### config.mk
export PLATFORM = sky130hd
export DESIGN_NAME = barometric_sensor_compensation_flat
export DESIGN_NICKNAME = d
export VERILOG_FILES = /design/src/hdl/bsc_pkg.sv /design/src/hdl/bsc_in_if.sv /design/src/hdl/bsc_out_if.sv /design/src/hdl/bsc_cfg_if.sv /design/src/hdl/bsc_divider.sv /design/src/hdl/barometric_sensor_compensation.sv /design/src/flat_wrapper.sv
export SDC_FILE = /design/constraint.sdc
export NUM_CORES = 2
export LEC_CHECK = 0
export ABC_CLOCK_PERIOD_IN_PS = 42900
export BUFFER_PORTS_ARGS = -buffer_cell sky130_fd_sc_hd__buf_2
export CAP_MARGIN = 20
export CORE_ASPECT_RATIO = 1.5
export CORE_MARGIN = 5
export CORE_UTILIZATION = 40
export CTS_CLUSTER_SIZE = 20
export DETAILED_ROUTE_END_ITERATION = 6
export SLEW_MARGIN = 40
export SYNTH_ARGS = -nofsm -noshare
export SYNTH_HDL_FRONTEND = slang
export SYNTH_SLANG_ARGS = --single-unit
### constraint.sdc
create_clock -name clk -period 42.9 [get_ports clk]
set_input_delay 8.58 -clock clk [delete_from_list [all_inputs] [get_ports clk]]
set_output_delay 8.58 -clock clk [all_outputs]
set_load 0.01 [all_outputs]
### src/hdl/bsc_pkg.sv
// Package for the barometric compensation block: types, constants, helpers.
// No dependencies; used by the configuration interface, divider and top level.
`timescale 1ns / 1ps

package bsc_pkg;

	localparam int DW = 32;
	localparam int CNT_W = $clog2(DW);
	localparam int CFG_IDX_W = 2;

	localparam logic [CFG_IDX_W-1:0] REG_PRESSURE = 2'd0;
	localparam logic [CFG_IDX_W-1:0] REG_TEMPERATURE = 2'd1;
	localparam logic [CFG_IDX_W-1:0] REG_SECOND = 2'd2;
	localparam logic [CFG_IDX_W-1:0] REG_OSS = 2'd3;

	localparam logic [1:0] OSS_RESET = 2'd3;

	localparam logic FUNC_TEMP = 1'b0;
	localparam logic FUNC_PRES = 1'b1;
	localparam logic STATUS_OK = 1'b0;
	localparam logic STATUS_DIV0 = 1'b1;

	localparam logic [DW-1:0] C_T_OFFSET = 32'd4000;
	localparam logic [DW-1:0] C_X3_BIAS = 32'd32768;
	localparam logic [DW-1:0] C_P_SCALE = 32'd50000;
	localparam logic [DW-1:0] C_P_C3 = 32'd3038;
	localparam logic [DW-1:0] C_P_C7 = 32'hFFFF_E343; // -7357
	localparam logic [DW-1:0] C_P_BIAS = 32'd3791;
	localparam logic [DW-1:0] C_SIGN = 32'h8000_0000;

	typedef enum logic [4:0] {
		S_IDLE,
		S_T_MUL,
		S_T_DIV,
		S_T_WAIT,
		S_P_B6,
		S_P_SQ_MUL,
		S_P_SQ,
		S_P_B2_MUL,
		S_P_X1A,
		S_P_AC2_MUL,
		S_P_SUM3,
		S_P_B3,
		S_P_AC3_MUL,
		S_P_X1B,
		S_P_B1_MUL,
		S_P_X3,
		S_P_AC4_MUL,
		S_P_B4,
		S_P_B7_MUL,
		S_P_DIV,
		S_P_WAIT,
		S_P_PSQ_MUL,
		S_P_C3_MUL,
		S_P_X1C,
		S_P_C7_MUL,
		S_P_SUM,
		S_EMIT
	} state_t;

	typedef struct packed {
		logic start;
		logic [DW-1:0] dividend;
		logic [DW-1:0] divisor;
	} div_req_t;

	typedef struct packed {
		logic done;
		logic [DW-1:0] quotient;
	} div_rsp_t;

	function automatic logic [DW-1:0] sx16(input logic [15:0] v);
		return {{(DW-16){v[15]}}, v};
	endfunction

	function automatic logic [DW-1:0] asr(input logic [DW-1:0] v, input int unsigned n);
		return $unsigned($signed(v) >>> n);
	endfunction

endpackage

### src/hdl/bsc_in_if.sv
// Input channel: one raw reading per item.
// Depends on nothing.
`timescale 1ns / 1ps

interface bsc_in_if;
	logic valid;
	logic ready;
	logic func;
	logic [23:0] raw_reading;

	modport source(output valid, func, raw_reading, input ready);
	modport sink(input valid, func, raw_reading, output ready);
endinterface

### src/hdl/bsc_out_if.sv
// Output channel: one compensated result per item.
// Depends on nothing.
`timescale 1ns / 1ps

interface bsc_out_if;
	logic valid;
	logic ready;
	logic kind;
	logic [31:0] value;
	logic status;

	modport source(output valid, kind, value, status, input ready);
	modport sink(input valid, kind, value, status, output ready);
endinterface

### src/hdl/bsc_cfg_if.sv
// Configuration write channel: register index and write data.
// Depends on bsc_pkg for the index width.
`timescale 1ns / 1ps

interface bsc_cfg_if;
	logic valid;
	logic ready;
	logic [bsc_pkg::CFG_IDX_W-1:0] index;
	logic [63:0] data;

	modport source(output valid, index, data, input ready);
	modport sink(input valid, index, data, output ready);
endinterface

### src/hdl/bsc_divider.sv
// Bit-serial unsigned divider, one quotient bit per cycle.
// Depends on bsc_pkg for the request and response structs.
`timescale 1ns / 1ps

module bsc_divider (
	input  logic clk,
	input  logic arst_n,
	input  bsc_pkg::div_req_t req,
	output bsc_pkg::div_rsp_t rsp
);

	logic [bsc_pkg::DW-1:0] rem_q;
	logic [bsc_pkg::DW-1:0] quo_q;
	logic [bsc_pkg::DW-1:0] dsr_q;
	logic [bsc_pkg::CNT_W-1:0] cnt_q;
	logic busy_q;
	logic done_q;
	logic [bsc_pkg::DW:0] shifted;
	logic [bsc_pkg::DW:0] trial;

	assign shifted = {rem_q, quo_q[bsc_pkg::DW-1]};
	assign trial = shifted - {1'b0, dsr_q};

	always_ff @(posedge clk or negedge arst_n) begin
		if (!arst_n) begin
			busy_q <= 1'b0;
			done_q <= 1'b0;
			cnt_q <= '0;
		end else begin
			done_q <= 1'b0;
			if (req.start) begin
				busy_q <= 1'b1;
				cnt_q <= '0;
			end else if (busy_q) begin
				cnt_q <= cnt_q + 1'b1;
				if (cnt_q == bsc_pkg::CNT_W'(bsc_pkg::DW - 1)) begin
					busy_q <= 1'b0;
					done_q <= 1'b1;
				end
			end
		end
	end

	always_ff @(posedge clk) begin
		if (req.start) begin
			rem_q <= '0;
			quo_q <= req.dividend;
			dsr_q <= req.divisor;
		end else if (busy_q) begin
			if (!trial[bsc_pkg::DW]) begin
				rem_q <= trial[bsc_pkg::DW-1:0];
				quo_q <= {quo_q[bsc_pkg::DW-2:0], 1'b1};
			end else begin
				rem_q <= shifted[bsc_pkg::DW-1:0];
				quo_q <= {quo_q[bsc_pkg::DW-2:0], 1'b0};
			end
		end
	end

	assign rsp.done = done_q;
	assign rsp.quotient = quo_q;

endmodule

### src/hdl/barometric_sensor_compensation.sv
// Barometric compensation top level: sequencer, shared multiplier, registers.
// Depends on bsc_pkg, the three channel interfaces and bsc_divider.
`timescale 1ns / 1ps

// One item at a time. A small sequencer drives one shared 32x32 multiplier
// (low word kept, registered), an adder/shifter and a bit-serial divider;
// a zero divisor ends the item early. The input is ready only while the
// sequencer is idle, which it enters in the same cycle as the result is
// presented. The result waits in an output register, so the next item can
// be taken while it is not yet collected. Configuration writes are always
// taken and must be made while no item is in flight. A temperature item
// with a nonzero divisor updates the kept compensation term used by later
// pressure items.
module barometric_sensor_compensation (
	input  logic clk,
	input  logic arst_n,
	bsc_in_if.sink reading,
	bsc_out_if.source result,
	bsc_cfg_if.sink cfg
);

	bsc_pkg::state_t state_q, state_d;

	logic [63:0] pcoef_q;
	logic [63:0] tcoef_q;
	logic [31:0] scoef_q;
	logic [1:0] oss_q;
	logic [31:0] term_q;

	logic func_q;
	logic [23:0] raw_q;
	logic [31:0] m_q, b6_q, sq_q, x_q, acc_q, b3_q, b4_q, p_q, val_q;
	logic sgn_q, post_q, st_q;

	logic ovalid_q, okind_q, ostatus_q;
	logic [31:0] ovalue_q;

	logic [31:0] ac1, ac2, ac3, ac4, ac5, ac6, mc, md, b1, b2;
	logic [31:0] ut, up, scale;
	logic [31:0] x1_t, tdiv, tdend, x2_t, b5, b4_c;
	logic na, nb;
	logic [31:0] mul_a, mul_b, mul_p;
	logic mul_en;
	logic accept, emit;

	bsc_pkg::div_req_t div_req;
	bsc_pkg::div_rsp_t div_rsp;

	bsc_divider u_div (
		.clk   (clk),
		.arst_n(arst_n),
		.req   (div_req),
		.rsp   (div_rsp)
	);

	assign ac1 = bsc_pkg::sx16(pcoef_q[63:48]);
	assign ac2 = bsc_pkg::sx16(pcoef_q[47:32]);
	assign ac3 = bsc_pkg::sx16(pcoef_q[31:16]);
	assign ac4 = {16'b0, pcoef_q[15:0]};
	assign ac5 = {16'b0, tcoef_q[63:48]};
	assign ac6 = {16'b0, tcoef_q[47:32]};
	assign mc = bsc_pkg::sx16(tcoef_q[31:16]);
	assign md = bsc_pkg::sx16(tcoef_q[15:0]);
	assign b1 = bsc_pkg::sx16(scoef_q[31:16]);
	assign b2 = bsc_pkg::sx16(scoef_q[15:0]);

	assign ut = {16'b0, raw_q[15:0]};
	assign up = {8'b0, raw_q} >> (4'd8 - {2'b0, oss_q});
	assign scale = bsc_pkg::C_P_SCALE >> oss_q;

	assign x1_t = bsc_pkg::asr(m_q, 15);
	assign tdiv = x1_t + md;
	assign tdend = mc << 11;
	assign na = tdend[31];
	assign nb = tdiv[31];
	assign x2_t = sgn_q ? (32'd0 - div_rsp.quotient) : div_rsp.quotient;
	assign b5 = x_q + x2_t;
	assign b4_c = m_q >> 15;

	assign mul_p = mul_a * mul_b;

	assign accept = reading.valid && reading.ready;
	assign emit = (state_q == bsc_pkg::S_EMIT) && (!ovalid_q || result.ready);

	assign reading.ready = (state_q == bsc_pkg::S_IDLE);
	assign cfg.ready = 1'b1;
	assign result.valid = ovalid_q;
	assign result.kind = okind_q;
	assign result.value = ovalue_q;
	assign result.status = ostatus_q;

	always_ff @(posedge clk or negedge arst_n) begin
		if (!arst_n) begin
			state_q <= bsc_pkg::S_IDLE;
		end else begin
			state_q <= state_d;
		end
	end

	always_comb begin
		state_d = state_q;
		mul_en = 1'b0;
		mul_a = m_q;
		mul_b = b6_q;
		div_req.start = 1'b0;
		div_req.dividend = m_q;
		div_req.divisor = b4_q;
		case (state_q)
			bsc_pkg::S_IDLE: begin
				if (reading.valid) begin
					state_d = (reading.func == bsc_pkg::FUNC_PRES) ?
						bsc_pkg::S_P_B6 : bsc_pkg::S_T_MUL;
				end
			end
			bsc_pkg::S_T_MUL: begin
				mul_en = 1'b1;
				mul_a = ut - ac6;
				mul_b = ac5;
				state_d = bsc_pkg::S_T_DIV;
			end
			bsc_pkg::S_T_DIV: begin
				div_req.dividend = na ? (32'd0 - tdend) : tdend;
				div_req.divisor = nb ? (32'd0 - tdiv) : tdiv;
				if (tdiv == 32'd0) begin
					state_d = bsc_pkg::S_EMIT;
				end else begin
					div_req.start = 1'b1;
					state_d = bsc_pkg::S_T_WAIT;
				end
			end
			bsc_pkg::S_T_WAIT: begin
				if (div_rsp.done) state_d = bsc_pkg::S_EMIT;
			end
			bsc_pkg::S_P_B6: state_d = bsc_pkg::S_P_SQ_MUL;
			bsc_pkg::S_P_SQ_MUL: begin
				mul_en = 1'b1;
				mul_a = b6_q;
				mul_b = b6_q;
				state_d = bsc_pkg::S_P_SQ;
			end
			bsc_pkg::S_P_SQ: state_d = bsc_pkg::S_P_B2_MUL;
			bsc_pkg::S_P_B2_MUL: begin
				mul_en = 1'b1;
				mul_a = b2;
				mul_b = sq_q;
				state_d = bsc_pkg::S_P_X1A;
			end
			bsc_pkg::S_P_X1A: state_d = bsc_pkg::S_P_AC2_MUL;
			bsc_pkg::S_P_AC2_MUL: begin
				mul_en = 1'b1;
				mul_a = ac2;
				mul_b = b6_q;
				state_d = bsc_pkg::S_P_SUM3;
			end
			bsc_pkg::S_P_SUM3: state_d = bsc_pkg::S_P_B3;
			bsc_pkg::S_P_B3: state_d = bsc_pkg::S_P_AC3_MUL;
			bsc_pkg::S_P_AC3_MUL: begin
				mul_en = 1'b1;
				mul_a = ac3;
				mul_b = b6_q;
				state_d = bsc_pkg::S_P_X1B;
			end
			bsc_pkg::S_P_X1B: state_d = bsc_pkg::S_P_B1_MUL;
			bsc_pkg::S_P_B1_MUL: begin
				mul_en = 1'b1;
				mul_a = b1;
				mul_b = sq_q;
				state_d = bsc_pkg::S_P_X3;
			end
			bsc_pkg::S_P_X3: state_d = bsc_pkg::S_P_AC4_MUL;
			bsc_pkg::S_P_AC4_MUL: begin
				mul_en = 1'b1;
				mul_a = ac4;
				mul_b = acc_q + bsc_pkg::C_X3_BIAS;
				state_d = bsc_pkg::S_P_B4;
			end
			bsc_pkg::S_P_B4: begin
				state_d = (b4_c == 32'd0) ? bsc_pkg::S_EMIT : bsc_pkg::S_P_B7_MUL;
			end
			bsc_pkg::S_P_B7_MUL: begin
				mul_en = 1'b1;
				mul_a = up - b3_q;
				mul_b = scale;
				state_d = bsc_pkg::S_P_DIV;
			end
			bsc_pkg::S_P_DIV: begin
				div_req.start = 1'b1;
				div_req.dividend = (m_q < bsc_pkg::C_SIGN) ? (m_q << 1) : m_q;
				div_req.divisor = b4_q;
				state_d = bsc_pkg::S_P_WAIT;
			end
			bsc_pkg::S_P_WAIT: begin
				if (div_rsp.done) state_d = bsc_pkg::S_P_PSQ_MUL;
			end
			bsc_pkg::S_P_PSQ_MUL: begin
				mul_en = 1'b1;
				mul_a = bsc_pkg::asr(p_q, 8);
				mul_b = bsc_pkg::asr(p_q, 8);
				state_d = bsc_pkg::S_P_C3_MUL;
			end
			bsc_pkg::S_P_C3_MUL: begin
				mul_en = 1'b1;
				mul_a = m_q;
				mul_b = bsc_pkg::C_P_C3;
				state_d = bsc_pkg::S_P_X1C;
			end
			bsc_pkg::S_P_X1C: state_d = bsc_pkg::S_P_C7_MUL;
			bsc_pkg::S_P_C7_MUL: begin
				mul_en = 1'b1;
				mul_a = bsc_pkg::C_P_C7;
				mul_b = p_q;
				state_d = bsc_pkg::S_P_SUM;
			end
			bsc_pkg::S_P_SUM: state_d = bsc_pkg::S_EMIT;
			bsc_pkg::S_EMIT: begin
				if (!ovalid_q || result.ready) state_d = bsc_pkg::S_IDLE;
			end
			default: state_d = bsc_pkg::S_IDLE;
		endcase
	end

	// datapath working registers
	always_ff @(posedge clk) begin
		if (mul_en) m_q <= mul_p;
		case (state_q)
			bsc_pkg::S_IDLE: begin
				if (accept) begin
					func_q <= reading.func;
					raw_q <= reading.raw_reading;
				end
			end
			bsc_pkg::S_T_DIV: begin
				x_q <= x1_t;
				sgn_q <= na ^ nb;
				val_q <= '0;
				st_q <= (tdiv == 32'd0) ? bsc_pkg::STATUS_DIV0 : bsc_pkg::STATUS_OK;
			end
			bsc_pkg::S_T_WAIT: begin
				if (div_rsp.done) val_q <= bsc_pkg::asr(b5 + 32'd8, 4);
			end
			bsc_pkg::S_P_B6: b6_q <= term_q - bsc_pkg::C_T_OFFSET;
			bsc_pkg::S_P_SQ: sq_q <= bsc_pkg::asr(m_q, 12);
			bsc_pkg::S_P_X1A: x_q <= bsc_pkg::asr(m_q, 11);
			bsc_pkg::S_P_SUM3: acc_q <= (ac1 << 2) + x_q + bsc_pkg::asr(m_q, 11);
			bsc_pkg::S_P_B3: b3_q <= bsc_pkg::asr((acc_q << oss_q) + 32'd2, 2);
			bsc_pkg::S_P_X1B: x_q <= bsc_pkg::asr(m_q, 13);
			bsc_pkg::S_P_X3: acc_q <= bsc_pkg::asr(x_q + bsc_pkg::asr(m_q, 16) + 32'd2, 2);
			bsc_pkg::S_P_B4: begin
				b4_q <= b4_c;
				val_q <= '0;
				st_q <= (b4_c == 32'd0) ? bsc_pkg::STATUS_DIV0 : bsc_pkg::STATUS_OK;
			end
			bsc_pkg::S_P_DIV: post_q <= m_q[31];
			bsc_pkg::S_P_WAIT: begin
				if (div_rsp.done) begin
					p_q <= post_q ? (div_rsp.quotient << 1) : div_rsp.quotient;
				end
			end
			bsc_pkg::S_P_X1C: x_q <= bsc_pkg::asr(m_q, 16);
			bsc_pkg::S_P_SUM: begin
				val_q <= p_q + bsc_pkg::asr(x_q + bsc_pkg::asr(m_q, 16) + bsc_pkg::C_P_BIAS, 4);
			end
			default: ;
		endcase
	end

	// configuration and kept compensation term
	always_ff @(posedge clk or negedge arst_n) begin
		if (!arst_n) begin
			pcoef_q <= '0;
			tcoef_q <= '0;
			scoef_q <= '0;
			oss_q <= bsc_pkg::OSS_RESET;
			term_q <= '0;
		end else begin
			if (cfg.valid && cfg.ready) begin
				case (cfg.index)
					bsc_pkg::REG_PRESSURE: pcoef_q <= cfg.data;
					bsc_pkg::REG_TEMPERATURE: tcoef_q <= cfg.data;
					bsc_pkg::REG_SECOND: scoef_q <= cfg.data[31:0];
					bsc_pkg::REG_OSS: oss_q <= cfg.data[1:0];
					default: ;
				endcase
			end
			if (state_q == bsc_pkg::S_T_WAIT && div_rsp.done) term_q <= b5;
		end
	end

	// result register
	always_ff @(posedge clk or negedge arst_n) begin
		if (!arst_n) begin
			ovalid_q <= 1'b0;
		end else if (emit) begin
			ovalid_q <= 1'b1;
		end else if (result.ready) begin
			ovalid_q <= 1'b0;
		end
	end

	always_ff @(posedge clk) begin
		if (emit) begin
			okind_q <= func_q;
			ovalue_q <= val_q;
			ostatus_q <= st_q;
		end
	end

endmodule

### src/flat_wrapper.sv
// flat-port wrapper written by rule: the top's interface ports become plain ports
module barometric_sensor_compensation_flat 
  (clk, arst_n, reading_valid, reading_func, reading_raw_reading, reading_ready, result_valid, result_kind, result_value, result_status, result_ready, cfg_valid, cfg_index, cfg_data, cfg_ready);
  bsc_in_if reading_i ();
  bsc_out_if result_i ();
  bsc_cfg_if cfg_i ();
  input  logic clk;
  input  logic arst_n;
  input wire logic [$bits(reading_i.valid)-1:0] reading_valid;
  input wire logic [$bits(reading_i.func)-1:0] reading_func;
  input wire logic [$bits(reading_i.raw_reading)-1:0] reading_raw_reading;
  output wire logic [$bits(reading_i.ready)-1:0] reading_ready;
  output wire logic [$bits(result_i.valid)-1:0] result_valid;
  output wire logic [$bits(result_i.kind)-1:0] result_kind;
  output wire logic [$bits(result_i.value)-1:0] result_value;
  output wire logic [$bits(result_i.status)-1:0] result_status;
  input wire logic [$bits(result_i.ready)-1:0] result_ready;
  input wire logic [$bits(cfg_i.valid)-1:0] cfg_valid;
  input wire logic [$bits(cfg_i.index)-1:0] cfg_index;
  input wire logic [$bits(cfg_i.data)-1:0] cfg_data;
  output wire logic [$bits(cfg_i.ready)-1:0] cfg_ready;
  assign reading_i.valid = reading_valid;
  assign reading_i.func = reading_func;
  assign reading_i.raw_reading = reading_raw_reading;
  assign reading_ready = reading_i.ready;
  assign result_valid = result_i.valid;
  assign result_kind = result_i.kind;
  assign result_value = result_i.value;
  assign result_status = result_i.status;
  assign result_i.ready = result_ready;
  assign cfg_i.valid = cfg_valid;
  assign cfg_i.index = cfg_index;
  assign cfg_i.data = cfg_data;
  assign cfg_ready = cfg_i.ready;
  barometric_sensor_compensation u_core (.clk(clk), .arst_n(arst_n), .reading(reading_i), .result(result_i), .cfg(cfg_i));
endmodule
==> results.sh <==
export IMPL_synth_warnings=0
export IMPL_dpl_hpwl_mm=174
export IMPL_n_fill_cell=13500
export IMPL_yosysMostFrequentCell="inv_1"
export IMPL_fin_crit_sh_pct=33.9
export IMPL_drt_drc_violations_left=0
export IMPL_rows=168
export IMPL_hold_depth=0
export IMPL_synth_cell_type_count=108
export IMPL_clock_latency_ns=0.67
export IMPL_ioPinCount=133
export IMPL_die_w_um=315
export IMPL_clockRootBuffer="clkbuf_16"
export IMPL_ys_ff_latch=613
export IMPL_finalHoldViolCount=0
export IMPL_syn_to_final_growth_pct=10.2
export IMPL_setup_worst_path_end_class="flip-flop"
export IMPL_synth_top_area_share_pct=20.1
export IMPL_io_buffer_count=131
export IMPL_clock_path_buffers=3
export IMPL_drtPass1Iterations=6
export IMPL_worst_pin_slew_ns=0.900
export IMPL_cts_sinks=613
export IMPL_place_gp_congestion=1.03
export IMPL_crit_path_frequent_cell="xnor2_1"
export IMPL_nNetsFinal=6805
export IMPL_grt_pass1_wl_mm=314
export IMPL_drv_cap=0
export IMPL_die_area_sq_um=147000
export IMPL_wl_mm=219
export IMPL_fin_ws_ns=28.36
export IMPL_rsz0062_at_grt="false"
export IMPL_vias_per_cell=5.82
export IMPL_post_route_min_period_ns=14.54
export IMPL_postCtsSetupBuffers=0
export IMPL_fin_util_pct=44.2
export IMPL_seq_area_frac_synth_pct=30.5
export IMPL_num_vias=45900
export IMPL_max_stage_delay_ns=0.66
export IMPL_groute_usage_overall_pct=29.3
export IMPL_synth_top_area_cell="edfxtp_1"
export IMPL_fmax_mhz=68.8
export IMPL_synthArstFlopShare_pct=33.8
export IMPL_cts_max_level=3
export IMPL_clock_skew_final_ns=0.0263
export IMPL_yosys_top_cells_area="edfxtp_1 20%, fa_1 16%, dfrtp_1 9.2%"
export IMPL_setup_viol=0
export IMPL_ctsResizeCount=0
export IMPL_pre_cts_slack_ns=28.39
export IMPL_synth_flop_cell="edfxtp_1"
export IMPL_grt_overflow=0
export IMPL_cpMaxStageDelayCell="a221oi_1"
export IMPL_drtIter0Drc=4299
export IMPL_max_slew_margin_rel_pct=40.0
export IMPL_start_util_pct=40.1
export IMPL_reg2reg_depth=50
export IMPL_synth_edff_count=374
export IMPL_grt_pass1_vias=46300
export IMPL_clkSlewWorstSetupHoldPaths_ns=0.07
export IMPL_layout_drive_gt1_share_pct=12.0
export IMPL_final_antenna_net_count=0
export IMPL_synthCells=5835
export IMPL_crit_fanout=40
export IMPL_cts_hold_buffers_added=0
export IMPL_hp_class="reg -> reg"
export IMPL_tritoncts="built"
export IMPL_status="complete, no violations"
export IMPL_tns_ns=0
export IMPL_synth_area_sq_um=55800
export IMPL_cp_start_kind="flip-flop"
export IMPL_antenna_found_initial=25
export IMPL_wl_per_cell_um=27.8
export IMPL_core_sq_um=139000
export IMPL_arrival_ns=14.95
export IMPL_cts_buffers=67
export IMPL_avgSynthCellArea_sq_um=9.57
export IMPL_grt_max_degree=80
export IMPL_required_ns=43.32
export IMPL_die_y_um=468
export IMPL_synthTopCellsByCount="687 x inv_1, 586 x nand2_1, 573 x nor2_1"
export IMPL_slew_viol_final=0
export IMPL_path_class="reg -> reg"
-- layout make-up --
cell class	instances	area (sq um)	area share, %
sequential	613	17100	27.7
multi-input combinational	4298	35500	57.7
tap	1870	2340	3.80
clock buffer	92	1910	3.11
inverter	690	2590	4.21
timing repair buffer	270	1760	2.85
antenna	13	32.5	0.0529
clock inverter	32	334	0.543
-- path summary, 6_finish.rpt --
path | start | end | slack [ns]
max | u_core.oss_q[1] | u_core.m_q[31] | 28.36
min | u_core.val_q[5] | u_core.result.value[5] | 0.41
max reg2reg | u_core.oss_q[1] | u_core.m_q[31] | 28.36
min reg2reg | u_core.val_q[5] | u_core.result.value[5] | 0.41
max in group asynchronous | arst_n | u_core.tcoef_q[37] | 33.20
min in group asynchronous | arst_n | u_core.term_q[27] | 7.74
-- registers in the layout, indices dropped and copies added (netlist names), 24 cells and up --
| register | flops |
|---|---|
| u_core.pcoef_q | 64 |
| u_core.tcoef_q | 64 |
| u_core.acc_q | 32 |
| u_core.b6_q | 32 |
| u_core.m_q | 32 |
| u_core.p_q | 32 |
| u_core.result.value | 32 |
| u_core.scoef_q | 32 |
| u_core.term_q | 32 |
| u_core.u_div.dsr_q | 32 |
| u_core.u_div.quo_q | 32 |
| u_core.u_div.rem_q | 32 |
| u_core.val_q | 32 |
| u_core.b3_q | 30 |
| u_core.raw_q | 24 |
-- cells by family (layout without fill, tap and decap cells) --
kind of cell             Yosys count  count (layout)  share of synthesized area, %
AO/OA/AOI/OAI                   1052            1052                          13.0
XOR/XNOR                         409             409                          6.64
flip-flops                       613             613                          30.5
other                              2              32                        0.0134
AND/OR/NAND/NOR                 1739            1739                          14.2
adder cells (fa/ha/maj)          769             769                          23.1
buffers and inverters            941            1084                          6.48
multiplexers                     310             310                          6.10
-- placed cells by master (no fill, tap or decap), drive strengths merged, types with 55 or more instances in the layout --
cell    count
mux2      224
nor2      577
inv       693
fa        435
clkbuf     92
nor3       93
ha        334
nand2     587
edfxtp    374
nand3      96
mux2i      84
a21o       88
xor2      132
nand2b     87
dfrtp     205
a31oi      61
o21ai     177
buf       270
a211oi     55
xnor2     268
a21oi     231
o21bai     65
-- per-stage QoR --
step | instance area (sq um) | cells | hold slack, ns
finish | 61600 | 7878 | 0.412
global route | 61500 | 7867 | 0.421
CTS | 61500 | 7863 | 0.412
detailed placement | 59200 | 7739 | 0.405
global placement | 59100 | 7738 | 0.405
floorplan | 55900 | 5852 | 0.400
-- critical path: cells and delay by family, from the launching register on --
| family | cells | cell delay, ns |
|---|---|---|
| adder cells (fa/ha/maj) | 10 | 4.52 |
| XOR/XNOR | 18 | 3.68 |
| multiplexers | 1 | 0.39 |
| AO/OA/AOI/OAI | 12 | 3.54 |
| flip-flops | 1 | 0.51 |
| AND/OR/NAND/NOR | 2 | 0.46 |
| buffers and inverters | 7 | 1.18 |
-- metal layers --
layer  GRT usage (%)  wire, um  share of wire (%)  vias to the layer above
li1                -         -                  -                    20200
met4            24.5     23200                 11                       16
met2            47.4     99900                 46                     2143
met1            32.7     77200                 35                    22700
met3            6.73     18400                8.4                      793
met5               0        92              0.042                        -
Power is left out: the tool's default activity adds up to more than one toggle a clock period on the data nets, which glitch-free logic cannot reach.
